--- config.mk ---
export PLATFORM = sky130hd
export DESIGN_NAME = file_name_pattern_matcher
export DESIGN_NICKNAME = d
export VERILOG_FILES = /design/src/rtl/fpm_pkg.sv /design/src/rtl/fpm_cell.sv /design/src/rtl/fpm_cell_chain.sv /design/src/rtl/file_name_pattern_matcher.sv
export SDC_FILE = /design/constraint.sdc
export NUM_CORES = 1
export LEC_CHECK = 0
export BUFFER_PORTS_ARGS = -buffer_cell sky130_fd_sc_hd__buf_2
export CAP_MARGIN = 20
export CORE_UTILIZATION = 55
export DETAILED_ROUTE_END_ITERATION = 12
export PLACE_DENSITY = 0.73
export SYNTH_ARGS = -nofsm -noshare
export SYNTH_HDL_FRONTEND = slang
export SYNTH_HIERARCHICAL = 1
export SYNTH_SLANG_ARGS = --single-unit
--- constraint.sdc ---
create_clock -name clk -period 8.5 [get_ports clk]
set_input_delay 0.425 -clock clk [delete_from_list [all_inputs] [get_ports clk]]
set_output_delay 0.425 -clock clk [all_outputs]
set_load 0.005 [all_outputs]
--- src/rtl/fpm_pkg.sv ---
// ============================================================================
// fpm_pkg: shared definitions for the file name pattern matcher
// Opcodes, flag bit positions, port widths and the ASCII case fold helper.
// ============================================================================
package fpm_pkg;

  // Default sizes handed to the top level parameters.
  localparam int unsigned PATTERN_MAX_DEF = 64;
  localparam int unsigned NAME_MAX_DEF    = 256;

  // Port widths fixed by the item format.
  localparam int unsigned CHAR_W     = 8;
  localparam int unsigned OP_W       = 2;
  localparam int unsigned FLAGS_W    = 3;
  localparam int unsigned IN_DATA_W  = 8;
  localparam int unsigned OUT_DATA_W = 8;

  // Bit positions inside the match flags register.
  localparam int unsigned FLAG_FOLD     = 0;
  localparam int unsigned FLAG_EXACT    = 1;
  localparam int unsigned FLAG_KEEP_EXT = 2;

  localparam logic [CHAR_W-1:0] DOT_CHAR   = 8'h2E;
  localparam logic [CHAR_W-1:0] UPPER_A    = 8'h41;
  localparam logic [CHAR_W-1:0] UPPER_Z    = 8'h5A;
  localparam logic [CHAR_W-1:0] CASE_DELTA = 8'h20;

  typedef enum logic [OP_W-1:0] {
    OP_CLEAR  = 2'd0,
    OP_APPEND = 2'd1,
    OP_NAME   = 2'd2
  } op_t;

  // Per-beat controls broadcast to every cell of the chain.
  typedef struct packed {
    logic append;   // write the beat's byte into the first cell past the pattern tail
    logic restart;  // return name state to its idle values
    logic step;     // a name byte that is inside the length limit
    logic fold;     // ASCII lowercase both strings before comparing
  } fpm_ctrl_t;

  function automatic logic [CHAR_W-1:0] fold_char(input logic [CHAR_W-1:0] c,
                                                  input logic              en);
    logic [CHAR_W-1:0] r;
    r = c;
    if (en && c >= UPPER_A && c <= UPPER_Z) begin
      r = c + CASE_DELTA;
    end
    return r;
  endfunction

endpackage

--- src/rtl/fpm_cell.sv ---
// ============================================================================
// fpm_cell: one pattern position of the matching chain
// Holds one pattern byte, one shift-and bit and one exact-prefix bit.
// ============================================================================
module fpm_cell #(
  parameter int unsigned PATTERN_MAX = fpm_pkg::PATTERN_MAX_DEF,
  parameter int unsigned IDX         = 0
) (
  input  logic                                  clk,
  input  logic                                  rst_n,
  input  fpm_pkg::fpm_ctrl_t                    ctrl,
  input  logic [$clog2(PATTERN_MAX+1)-1:0]      plen,
  input  logic [fpm_pkg::CHAR_W-1:0]            char_raw,
  input  logic [fpm_pkg::CHAR_W-1:0]            char_f,
  input  logic                                  pm_in,
  input  logic                                  ex_in,
  output logic                                  pm_out,
  output logic                                  ex_out,
  output logic                                  tail_hit,
  output logic                                  tail_pref
);
  import fpm_pkg::*;

  localparam int unsigned PLEN_W = $clog2(PATTERN_MAX + 1);

  logic [CHAR_W-1:0] pat_r;
  logic              pm_r;
  logic              ex_r;
  logic              in_pattern;
  logic              is_tail;
  logic              eq;
  logic              pm_nxt;
  logic              ex_nxt;

  assign in_pattern = plen > PLEN_W'(IDX);
  assign is_tail    = plen == PLEN_W'(IDX + 1);
  assign eq         = fold_char(pat_r, ctrl.fold) == char_f;
  assign pm_nxt     = pm_in & eq & in_pattern;
  assign ex_nxt     = ex_in & eq & in_pattern;
  assign tail_hit   = ctrl.step & is_tail & pm_nxt;
  assign tail_pref  = ctrl.step & is_tail & ex_nxt;
  assign pm_out     = pm_r;
  assign ex_out     = ex_r;

  always_ff @(posedge clk) begin
    if (ctrl.append && plen == PLEN_W'(IDX)) begin
      pat_r <= char_raw;
    end
  end

  always_ff @(posedge clk) begin
    if (!rst_n) begin
      pm_r <= 1'b0;
      ex_r <= 1'b0;
    end else if (ctrl.restart) begin
      pm_r <= 1'b0;
      ex_r <= 1'b0;
    end else if (ctrl.step) begin
      pm_r <= pm_nxt;
      ex_r <= ex_nxt;
    end
  end

endmodule

--- src/rtl/fpm_cell_chain.sv ---
// ============================================================================
// fpm_cell_chain: row of pattern cells
// Links the cells bit to bit and gathers the hit flags of the tail cell.
// ============================================================================
module fpm_cell_chain #(
  parameter int unsigned PATTERN_MAX = fpm_pkg::PATTERN_MAX_DEF
) (
  input  logic                             clk,
  input  logic                             rst_n,
  input  fpm_pkg::fpm_ctrl_t               ctrl,
  input  logic [$clog2(PATTERN_MAX+1)-1:0] plen,
  input  logic [fpm_pkg::CHAR_W-1:0]       char_raw,
  input  logic [fpm_pkg::CHAR_W-1:0]       char_f,
  output logic                             full_hit,
  output logic                             pref_hit
);
  import fpm_pkg::*;

  logic [PATTERN_MAX:0]   pm_w;
  logic [PATTERN_MAX:0]   ex_w;
  logic [PATTERN_MAX-1:0] hit_v;
  logic [PATTERN_MAX-1:0] pref_v;
  logic                   ex0_r;

  // The empty prefix always matches for the substring search; for the
  // exact-prefix check it only holds before the first name byte.
  assign pm_w[0] = 1'b1;
  assign ex_w[0] = ex0_r;

  always_ff @(posedge clk) begin
    if (!rst_n) begin
      ex0_r <= 1'b1;
    end else if (ctrl.restart) begin
      ex0_r <= 1'b1;
    end else if (ctrl.step) begin
      ex0_r <= 1'b0;
    end
  end

  for (genvar g = 0; g < PATTERN_MAX; g++) begin : g_cell
    fpm_cell #(
      .PATTERN_MAX (PATTERN_MAX),
      .IDX         (g)
    ) u_cell (
      .clk       (clk),
      .rst_n     (rst_n),
      .ctrl      (ctrl),
      .plen      (plen),
      .char_raw  (char_raw),
      .char_f    (char_f),
      .pm_in     (pm_w[g]),
      .ex_in     (ex_w[g]),
      .pm_out    (pm_w[g+1]),
      .ex_out    (ex_w[g+1]),
      .tail_hit  (hit_v[g]),
      .tail_pref (pref_v[g])
    );
  end

  assign full_hit = |hit_v;
  assign pref_hit = |pref_v;

  assert property (@(posedge clk) disable iff (!rst_n) $onehot0(hit_v))
    else $error("more than one cell reports a full pattern hit");
  assert property (@(posedge clk) disable iff (!rst_n) $onehot0(pref_v))
    else $error("more than one cell reports an exact prefix hit");
  assert property (@(posedge clk) disable iff (!rst_n)
                   ctrl.restart |=> ex0_r)
    else $error("empty exact prefix not restored after restart");

endmodule

--- src/rtl/file_name_pattern_matcher.sv ---
// ============================================================================
// file_name_pattern_matcher: streaming file name pattern matcher
// Result: formed as a name's last byte is accepted, then registered (output or skid).
// Throughput: one beat per cycle, pattern and name bytes alike, while the skid register is empty.
// Reset (rst_n low, synchronous): empty pattern, flags zero, name state idle,
// output and skid stages empty. Pattern bytes themselves are not cleared.
// ============================================================================
//
// Operation
//   The pattern lives in a row of cells, one per pattern position. Each cell
//   holds its byte and one bit of the shift-and vector; on every name byte
//   the bit of cell j becomes the previous bit of cell j-1 ANDed with the
//   compare of its own byte against the incoming character. A second chain
//   of bits, seeded only at the start of a name, tracks whether the name so
//   far equals the pattern as a prefix.
//
//   The cell at the pattern tail reports a full hit. The top level keeps the
//   name position, the end of the first full hit, the last dot and an
//   overflow mark, and on the beat with tlast forms the result from the
//   updated state in the same cycle.
//
//   A clear or append beat also abandons the name in progress. Name bytes
//   beyond NAME_MAX are dropped except for their tlast mark and set the
//   too-long flag.
//
//   The result side has an output register plus one skid register, so input
//   beats keep flowing while a finished result waits; tready drops only when
//   both hold results.
module file_name_pattern_matcher #(
  parameter int unsigned PATTERN_MAX = fpm_pkg::PATTERN_MAX_DEF,
  parameter int unsigned NAME_MAX    = fpm_pkg::NAME_MAX_DEF
) (
  input  logic                              clk,
  input  logic                              rst_n,
  // Input stream
  input  logic                              in_tvalid,
  output logic                              in_tready,
  input  logic [fpm_pkg::IN_DATA_W-1:0]     in_tdata,   // [7:0] char_code
  input  logic [fpm_pkg::OP_W-1:0]          in_tuser,   // [1:0] op
  input  logic                              in_tlast,   // last_char
  // Result stream
  output logic                              out_tvalid,
  input  logic                              out_tready,
  output logic [fpm_pkg::OUT_DATA_W-1:0]    out_tdata,  // [0] name_matches,
                                                        // [1] name_too_long, rest 0
  // Configuration write
  input  logic                              cfg_valid,
  output logic                              cfg_ready,
  input  logic [fpm_pkg::FLAGS_W-1:0]       cfg_data    // match_flags
);
  import fpm_pkg::*;

  localparam int unsigned PLEN_W = $clog2(PATTERN_MAX + 1);
  localparam int unsigned POS_W  = $clog2(NAME_MAX + 1);
  localparam int unsigned CMP_W  = (POS_W > PLEN_W) ? POS_W : PLEN_W;

  // Configuration and pattern length.
  logic [FLAGS_W-1:0] flags_r;
  logic [PLEN_W-1:0]  plen_r;

  // Name state.
  logic [POS_W-1:0]   pos_r,      pos_nxt;
  logic               found_r,    found_nxt;
  logic [POS_W-1:0]   fme_r,      fme_nxt;
  logic               dot_seen_r, dot_seen_nxt;
  logic [POS_W-1:0]   dot_pos_r,  dot_pos_nxt;
  logic               pref_ok_r,  pref_ok_nxt;
  logic               ovf_r,      ovf_nxt;

  // Result stages.
  logic               out_valid_r;
  logic               out_match_r;
  logic               out_long_r;
  logic               skid_valid_r;
  logic               skid_match_r;
  logic               skid_long_r;

  // Beat decode.
  op_t                op;
  logic               is_clear;
  logic               is_append;
  logic               is_name;
  logic               in_accept;
  logic               name_active;
  logic               finish;
  fpm_ctrl_t          ctrl;
  logic [CHAR_W-1:0]  char_f;
  logic               full_hit;
  logic               pref_hit;

  // Result forming.
  logic [POS_W-1:0]   cut;
  logic               res_match;
  logic               out_free;

  assign cfg_ready = 1'b1;
  assign in_tready = !skid_valid_r;
  assign in_accept = in_tvalid & in_tready;
  assign op        = op_t'(in_tuser);

  always_comb begin
    is_clear  = 1'b0;
    is_append = 1'b0;
    is_name   = 1'b0;
    unique case (op)
      OP_CLEAR:  is_clear  = 1'b1;
      OP_APPEND: is_append = 1'b1;
      OP_NAME:   is_name   = 1'b1;
      default:   ;
    endcase
  end

  assign name_active  = pos_r < POS_W'(NAME_MAX);
  assign finish       = in_accept & is_name & in_tlast;
  assign char_f       = fold_char(in_tdata, flags_r[FLAG_FOLD]);

  assign ctrl.append  = in_accept & is_append & (plen_r < PLEN_W'(PATTERN_MAX));
  assign ctrl.restart = (in_accept & (is_clear | is_append)) | finish;
  assign ctrl.step    = in_accept & is_name & name_active;
  assign ctrl.fold    = flags_r[FLAG_FOLD];

  fpm_cell_chain #(
    .PATTERN_MAX (PATTERN_MAX)
  ) u_chain (
    .clk      (clk),
    .rst_n    (rst_n),
    .ctrl     (ctrl),
    .plen     (plen_r),
    .char_raw (in_tdata),
    .char_f   (char_f),
    .full_hit (full_hit),
    .pref_hit (pref_hit)
  );

  // Name state after this beat, before any restart.
  always_comb begin
    pos_nxt      = pos_r;
    found_nxt    = found_r;
    fme_nxt      = fme_r;
    dot_seen_nxt = dot_seen_r;
    dot_pos_nxt  = dot_pos_r;
    pref_ok_nxt  = pref_ok_r;
    ovf_nxt      = ovf_r;
    if (in_accept && is_name) begin
      if (!name_active) begin
        ovf_nxt = 1'b1;
      end else begin
        if (in_tdata == DOT_CHAR) begin
          dot_seen_nxt = 1'b1;
          dot_pos_nxt  = pos_r;
        end
        pos_nxt = pos_r + POS_W'(1);
        if (plen_r != '0 && !found_r && full_hit) begin
          found_nxt = 1'b1;
          fme_nxt   = pos_r + POS_W'(1);
        end
        if (pref_hit) begin
          pref_ok_nxt = 1'b1;
        end
      end
    end
  end

  // The name is cut at its last dot unless extensions are kept. An empty
  // pattern counts as an exact prefix of every name.
  always_comb begin
    cut = pos_nxt;
    if (!flags_r[FLAG_KEEP_EXT] && dot_seen_nxt) begin
      cut = dot_pos_nxt;
    end
    if (flags_r[FLAG_EXACT]) begin
      res_match = (pref_ok_nxt || plen_r == '0) && CMP_W'(cut) == CMP_W'(plen_r);
    end else if (plen_r == '0) begin
      res_match = 1'b1;
    end else begin
      res_match = found_nxt && fme_nxt <= cut;
    end
  end

  always_ff @(posedge clk) begin
    if (!rst_n) begin
      flags_r    <= '0;
      plen_r     <= '0;
      pos_r      <= '0;
      found_r    <= 1'b0;
      fme_r      <= '0;
      dot_seen_r <= 1'b0;
      dot_pos_r  <= '0;
      pref_ok_r  <= 1'b0;
      ovf_r      <= 1'b0;
    end else begin
      if (cfg_valid && cfg_ready) begin
        flags_r <= cfg_data;
      end
      if (in_accept && is_clear) begin
        plen_r <= '0;
      end else if (ctrl.append) begin
        plen_r <= plen_r + PLEN_W'(1);
      end
      if (ctrl.restart) begin
        pos_r      <= '0;
        found_r    <= 1'b0;
        fme_r      <= '0;
        dot_seen_r <= 1'b0;
        dot_pos_r  <= '0;
        pref_ok_r  <= 1'b0;
        ovf_r      <= 1'b0;
      end else begin
        pos_r      <= pos_nxt;
        found_r    <= found_nxt;
        fme_r      <= fme_nxt;
        dot_seen_r <= dot_seen_nxt;
        dot_pos_r  <= dot_pos_nxt;
        pref_ok_r  <= pref_ok_nxt;
        ovf_r      <= ovf_nxt;
      end
    end
  end

  // Output register with one skid entry behind it. A new result can only
  // arrive while the skid entry is empty, since tready follows it.
  assign out_free = !out_valid_r || out_tready;

  always_ff @(posedge clk) begin
    if (!rst_n) begin
      out_valid_r  <= 1'b0;
      skid_valid_r <= 1'b0;
    end else if (out_free) begin
      if (skid_valid_r) begin
        out_valid_r  <= 1'b1;
        skid_valid_r <= 1'b0;
      end else begin
        out_valid_r  <= finish;
      end
    end else if (finish) begin
      skid_valid_r <= 1'b1;
    end
  end

  always_ff @(posedge clk) begin
    if (out_free) begin
      if (skid_valid_r) begin
        out_match_r <= skid_match_r;
        out_long_r  <= skid_long_r;
      end else if (finish) begin
        out_match_r <= res_match;
        out_long_r  <= ovf_nxt;
      end
    end else if (finish) begin
      skid_match_r <= res_match;
      skid_long_r  <= ovf_nxt;
    end
  end

  assign out_tvalid = out_valid_r;
  assign out_tdata  = {{(OUT_DATA_W - 2){1'b0}}, out_long_r, out_match_r};

  // A result only waits in the skid entry behind a stalled output register.
  assert property (@(posedge clk) disable iff (!rst_n) skid_valid_r |-> out_valid_r)
    else $error("skid entry holds a result while the output register is empty");

  // The first full hit lies inside the part of the name seen so far.
  assert property (@(posedge clk) disable iff (!rst_n)
                   found_r |-> (fme_r != '0 && fme_r <= pos_r))
    else $error("first match end outside the name seen so far");

  // Overflow is only flagged once the position has reached the limit.
  assert property (@(posedge clk) disable iff (!rst_n)
                   ovf_r |-> pos_r == POS_W'(NAME_MAX))
    else $error("name overflow flagged below the length limit");

  // The pattern never grows past the number of cells.
  assert property (@(posedge clk) disable iff (!rst_n)
                   plen_r <= PLEN_W'(PATTERN_MAX))
    else $error("pattern length beyond the cell count");

  // After a name's last byte the output register always holds a result on the next cycle.
  assert property (@(posedge clk) disable iff (!rst_n) finish |=> out_valid_r)
    else $error("finished name produced no result");

endmodule

==> reports/metrics.cfg, run 1 <==
[worst_setup_path]
cp_slowest_cell = a21o_4
cp.arrival_ns = 7.59
critical_path_class = register to register
endpoint_kind = register
critical-path-top-delay-family = simple AND/OR/NAND/NOR gates
cp.required_ns = 8.97
worstPathMaxFanout = 41
crit_chain = nand2_1, nor3_1, o21ai_0, a31oi_1, a21o_4, buf_4, xnor2_1, nor2_1, nor4b_1, o2111ai_1, nor4_1, nor4_1, nand4_1, or4_1, nand3_1, mux2_2, ha_1, nor2b_1, o21a_1, o21ai_0, a21oi_1, o31ai_1, a31oi_1, o21ai_1
crit_buf_inv = 1
worstSetupStartpointType = register
max_stage_delay_ns = 0.72

[timing]
drv_slew = 0
maxSlewHeadroom_pct = 24.54
fin_tns_setup_ns = 0
rsz0062_at_grt = no
finalCritPeriodShare_pct = 83.81
finalClockSkew_ns = 0.03589
fmax_ghz = 0.1404
period_minus_slack_ns = 7.124
setup_viol = 0
report.final.hold_viol_count = 0
worstMarginPinSlew_ns = 1.123
worst_hold_slack_ns = 0.07336

[yosys]
syn_area_per_cell_um2 = 10.76
synth_cells = 3811
synthesis.area_um2 = 41010
yosysWarnings = 6

[placed_design]
dp.cells = 4828
place_congestion = 0.8720
port_buffers = 22
hpwlAfterDp_um = 65370

[cells_and_area]
final_common_cell = edfxtp_1
fin_nets = 4058
final_cell_mix = 516 x edfxtp_1, 506 x nand2_1, 344 x xnor2_1, 193 x xor2_1, 175 x nor2_1
diodes = 0
stdcell_count = 4976
drive_gt1_share_pct = 11.80
fillers = 5892
syn_to_final_growth_pct = 10.86

[clock_network]
cts-resized-gates = 0
clock_latency_ns = 0.62
cts_tree = done
clock-sinks = 686
cts_max_path_buffers = 3
cts_setup_buffers = 0
cts_hold_buf = 0
cts_root_buf = clkbuf_16
path_clk_slew_ns = 0.06
cts_htree_levels = 3
cts_inserted_buffers = 74

[floorplanning]
rows = 99
die_area_um2 = 75660
start_util_pct = 55.93
core_area_um2 = 73330
io_pins = 30
chipHeight_um = 275.1
die_x_um = 275.1

[routing]
wl_per_cell_um = 21.77
drt_iter0_markers = 2650
vias_per_cell = 6.425
wl_um = 108300
postRouteAntennaNets = 0
drcViolationCount = 2
vias = 31970
firstDrtPassIters = 10

[pwr]
clock_power_share_pct = 45.0
peakVddDrop_uv = 188.2
switchingPower_w = 0.001662
power.density_nw_per_um2 = 163.8
combPwrFrac_pct = 6.5
power.total_w = 0.007449
pwr-share-seq_pct = 48.4
p_int_w = 0.005786
switching_share_pct = 22.31
p_leak_nw = 13.92

[worst_hold_path]
hold_class = primary input to register

[run_status]
violations = design-rule violations
outcome = complete, but fails checks

[grt]
grt_pass1_vias = 30840
grt_max_degree = 94
grt_pass1_wl_um = 169400
overflow = 0
gr-usage-all-layers_pct = 28.39
grt_antenna_before_repair = 0

[job]
drv_cap = 0

worst reg2reg max path: cells and delay by family (launching register included):
family / cells / cell delay (ns)
AOI/OAI and AO/OA: 10 / 2.53
xor gates and xnor gates: 1 / 0.17
adders and majority gates: 1 / 0.30
buffers and inverters: 1 / 0.48
and+or+nand+nor: 10 / 2.59
DFF: 1 / 0.51
muxes: 1 / 0.42
worst paths after layout:
check,start,endpoint,slack (ns),cells past startpoint
setup / recovery,flags_r[0]$_SDFFE_PN0P_,out_match_r$_DFFE_PP_,1.38,24
hold / removal,cfg_data[1],flags_r[1]$_SDFFE_PN0P_,0.07,3
setup reg to reg,flags_r[0]$_SDFFE_PN0P_,out_match_r$_DFFE_PP_,1.38,24
hold reg to reg,found_r$_SDFF_PP0_,found_r$_SDFF_PP0_,0.45,2
registers in the layout, summed over array words and instances, names as in the netlist, 3 cells and up:
| signal | cells |
|---|---|
| fme_r | 9 |
| u_chain/g_cell.u_cell/pm_out | 63 |
| flags_r | 3 |
| pos_r | 9 |
| u_chain/g_cell.u_cell/pat_r | 512 |
| plen_r | 7 |
| u_chain/g_cell.u_cell/ex_out | 63 |
| dot_pos_r | 9 |
layout make-up:
| cell class | instances | area (um^2) | area share, % |
|---|---|---|---|
| Tap cell | 959 | 1200 | 2.639 |
| Sequential cell | 686 | 18930 | 41.63 |
| Inverter | 38 | 147.6 | 0.3247 |
| Timing Repair Buffer | 93 | 759.5 | 1.670 |
| Clock buffer | 98 | 2130 | 4.684 |
| Clock inverter | 34 | 397.9 | 0.8751 |
| Multi-Input combinational cell | 3068 | 21900 | 48.17 |
through the flow:
stage	util, %	worst slack [ns]	cell area (um^2)
final	62.00	1.376	45460
after global routing	62.00	0.9150	45460
after detailed placement	58.43	1.247	42850
after floorplan	-	1.077	41030
after CTS	61.88	1.471	45380
after global placement	58.42	1.278	42840
routing by layer:
layer / GRT usage, % / share of wire, % / vias to the layer above
met4: 9.218 / 2.4 / 0
li1: - / - / 14980
met1: 38.82 / 43 / 15570
met5: 0 / 0 / -
met2: 46.61 / 47 / 1231
met3: 3.823 / 7.6 / 195
power by group through the flow:
| stage | sequential [W] | clock, W | combinational, W |
|---|---|---|---|
| 2_1_floorplan | 0.00369 | 0 | 0.000280 |
| 3_3_place_gp | 0.00368 | 0 | 0.000473 |
| 3_5_place_dp | 0.00368 | 0 | 0.000480 |
| 4_1_cts | 0.00361 | 0.00341 | 0.000483 |
| 5_1_grt | 0.00361 | 0.00353 | 0.000524 |
| 6_report | 0.00361 | 0.00335 | 0.000487 |
(Power assumes the default switching activity.)
==> inputs of run 2 (changes only) <==
==> constraint.sdc (replaced) <==
create_clock -name clk -period 6.4 [get_ports clk]
set_input_delay 0.32 -clock clk [delete_from_list [all_inputs] [get_ports clk]]
set_output_delay 0.32 -clock clk [all_outputs]
set_load 0.005 [all_outputs]
==> run 2 against run 1 <==
  * Largest power group unchanged
  * Fmax is 21% higher
  * Via count is 2.2% higher
  * The run still ends with design-rule violations left
  * Sequential power is 33% higher
  * Critical path depth is 3 higher
  * Routed wire length is 2.5% higher
  * Hold slack worse by 0.020 ns
  * Global-route usage is 0.55 points higher
  * Utilization is 0.92 points higher
  * Sequential cell count stayed put
==> reports/metrics.cfg, run 2 (synthesized netlist as in run 1, its figures left out) <==
[cells_and_area]
syn_to_final_growth_pct = 12.50
final_common_cell = edfxtp_1
largest_register_ff_count = 512  ; unchanged
regMostFlops = u_chain/g_cell.u_cell/pat_r
stdcell_area_um2 = 46140  ; +1.5%
final_core_util_pct = 62.92  ; +0.92 points
stdcell_count = 5070  ; +1.9%
fin_nets = 4146  ; +2.2%
diodes = 0  ; unchanged
fillers = 5827  ; -1.1%
final_cell_mix = 516 x edfxtp_1, 506 x nand2_1, 344 x xnor2_1, 193 x xor2_1, 175 x nor2_1
drive_gt1_share_pct = 13.72  ; +1.9 points

[timing]
maxSlewHeadroom_pct = 23.83  ; -0.71 points
finalCritPeriodShare_pct = 92.31  ; +8.5 points
setup_viol = 0  ; unchanged
worst_hold_slack_ns = 0.05379  ; -0.01956 ns
period_minus_slack_ns = 5.908  ; -1.216 ns
report.final.hold_viol_count = 0  ; unchanged
fmax_ghz = 0.1693  ; +21%
drv_slew = 0  ; unchanged
finalClockSkew_ns = 0.03415  ; -0.001742 ns
fin_tns_setup_ns = 0  ; unchanged
worstMarginPinSlew_ns = 1.143  ; +0.01932 ns
rsz0062_at_grt = no

[clock_network]
clock-sinks = 686  ; unchanged
cts_root_buf = clkbuf_16
cts_htree_levels = 3  ; unchanged
cts_tree = done
cts_inserted_buffers = 75  ; +1.4%
clock_latency_ns = 0.64  ; +0.02 ns
cts_max_path_buffers = 3  ; unchanged
path_clk_slew_ns = 0.06  ; about the same

[routing]
postRouteAntennaNets = 0  ; unchanged
drcViolationCount = 1  ; -1
firstDrtPassIters = 10  ; unchanged
wl_per_cell_um = 21.91  ; +0.62%
vias_per_cell = 6.444  ; +0.30%
drt_iter0_markers = 2794  ; +5.4%
wl_um = 111100  ; +2.5%
vias = 32670  ; +2.2%

[placed_design]
dpl_cell_area_um2 = 43570  ; +1.7%
place_congestion = 0.8740  ; +0.23%
hpwlAfterDp_um = 69510  ; +6.3%
dp.cells = 4904  ; +1.6%
port_buffers = 22  ; unchanged

[grt]
grt_max_degree = 97  ; +3.2%
grt_pass1_vias = 31370  ; +1.7%
grt_pass1_wl_um = 172000  ; +1.5%
grt_antenna_before_repair = 1  ; +1
gr-usage-all-layers_pct = 28.94  ; +0.55 points
overflow = 0  ; unchanged

[worst_hold_path]
hold_class = primary input to register

[worst_setup_path]
max_stage_delay_ns = 0.68  ; -0.04 ns
critical_path_class = register to register
critical-path-top-delay-family = simple AND/OR/NAND/NOR gates
crit_buf_inv = 4  ; +3
worstSetupStartpointType = register
cp.required_ns = 6.79  ; -2.18 ns
cp_slowest_cell = or4_1
worstPathMaxFanout = 30  ; -27%
endpoint_kind = register
cp.arrival_ns = 6.30  ; -1.29 ns

[floorplanning]
die_x_um = 275.1  ; unchanged
die_area_um2 = 75660  ; unchanged
start_util_pct = 55.93  ; unchanged
io_pins = 30  ; unchanged
core_area_um2 = 73330  ; unchanged
chipHeight_um = 275.1  ; unchanged
rows = 99  ; unchanged

[pwr]
p_leak_nw = 14.32  ; +2.9%
peakVddDrop_uv = 269.3  ; +43%
power.density_nw_per_um2 = 209.5  ; +28%

[job]
drv_cap = 0  ; unchanged

[run_status]
outcome = complete, but fails checks
violations = design-rule violations

==> run 2: cell types whose count changed in the layout (fill, tap and decap cells not counted), sizes merged <==
| cell | change |
|---|---|
| a21o | +1 |
| clkinvlp | +5 |
| buf | +82 |
| bufinv | -6 |
| dlygate4sd3 | +5 |
| clkinv | +6 |
| inv | +3 |
| clkbuf | -2 |
==> run 2: layout make-up <==
class                   instances  area [um^2]  area share, %
multi-input cells            3069        21920          47.50
flip-flops and latches        686        18930          41.03
clock buffers                  97         2031          4.401
clock inverters                42        320.3         0.6942
well taps                     959         1200          2.601
repair buffers                179         1595          3.458
inverters                      38        147.6         0.3200
==> run 2: per-layer routing <==
layer | wire length [um] | up-vias | GRT usage, %
met5 | 13 | - | 0
met4 | 2876 | 2 | 10.06
met3 | 8276 | 217 | 3.561
met2 | 52570 | 1260 | 48.31
met1 | 47340 | 16010 | 38.83
li1 | - | 15190 | -
==> run 2: worst paths after layout <==
check	start	end	slack, ns	cells after the start
worst min-delay path	in_tlast	out_tvalid$_SDFFE_PN0P_	0.05	3
worst min register to register	found_r$_SDFF_PP0_	found_r$_SDFF_PP0_	0.45	2
worst max-delay path	flags_r[0]$_SDFFE_PN0P_	out_match_r$_DFFE_PP_	0.49	27
worst max register to register	flags_r[0]$_SDFFE_PN0P_	out_match_r$_DFFE_PP_	0.49	27
==> run 2: report_power, final <==
group | total [W] | internal (W) | switching (W)
clock network | 0.00418 | 0.00237 | 0.00180
registers | 0.00479 | 0.00478 | 0.0000105
logic | 0.000701 | 0.000245 | 0.000455
==> run 2: repair_timing <==
action	4_1_cts	5_1_grt
buffers inserted	0	3
setup endpoints to repair	0	1
resized for setup	0	1
hold endpoints to repair	5	0
hold buffers	5	0
==> run 2: worst register-to-register path: stages (launching register included) <==
cell and delay [ns]:
dfxtp_4 0.36, nand2_1 0.06, nor3_2 0.15, o21ai_0 0.13, a31oi_1 0.17, buf_4 0.22, mux2_8 0.53, buf_12 0.24
nor2b_1 0.15, nor2b_1 0.16, nor2_1 0.07, o2111ai_2 0.09, nor4_1 0.12, nor4_1 0.37, buf_4 0.20, nand4_1 0.20
or4_1 0.68, nand3_1 0.14, buf_4 0.17, mux2_2 0.35, ha_1 0.31, and3_1 0.19, nand3_1 0.10, nor2_1 0.05
nor2_1 0.10, o31ai_1 0.11, a31oi_1 0.18, o21ai_1 0.08
==> run 2: stage by stage <==
step	setup slack (ns)	power (W)
2_1_floorplan	0.1947	0.005262
3_3_place_gp	0.3501	0.005552
3_5_place_dp	0.3096	0.005563
4_1_cts	0.4503	0.009707
5_1_grt	0.09481	0.009929
6_report	0.4921	0.009667
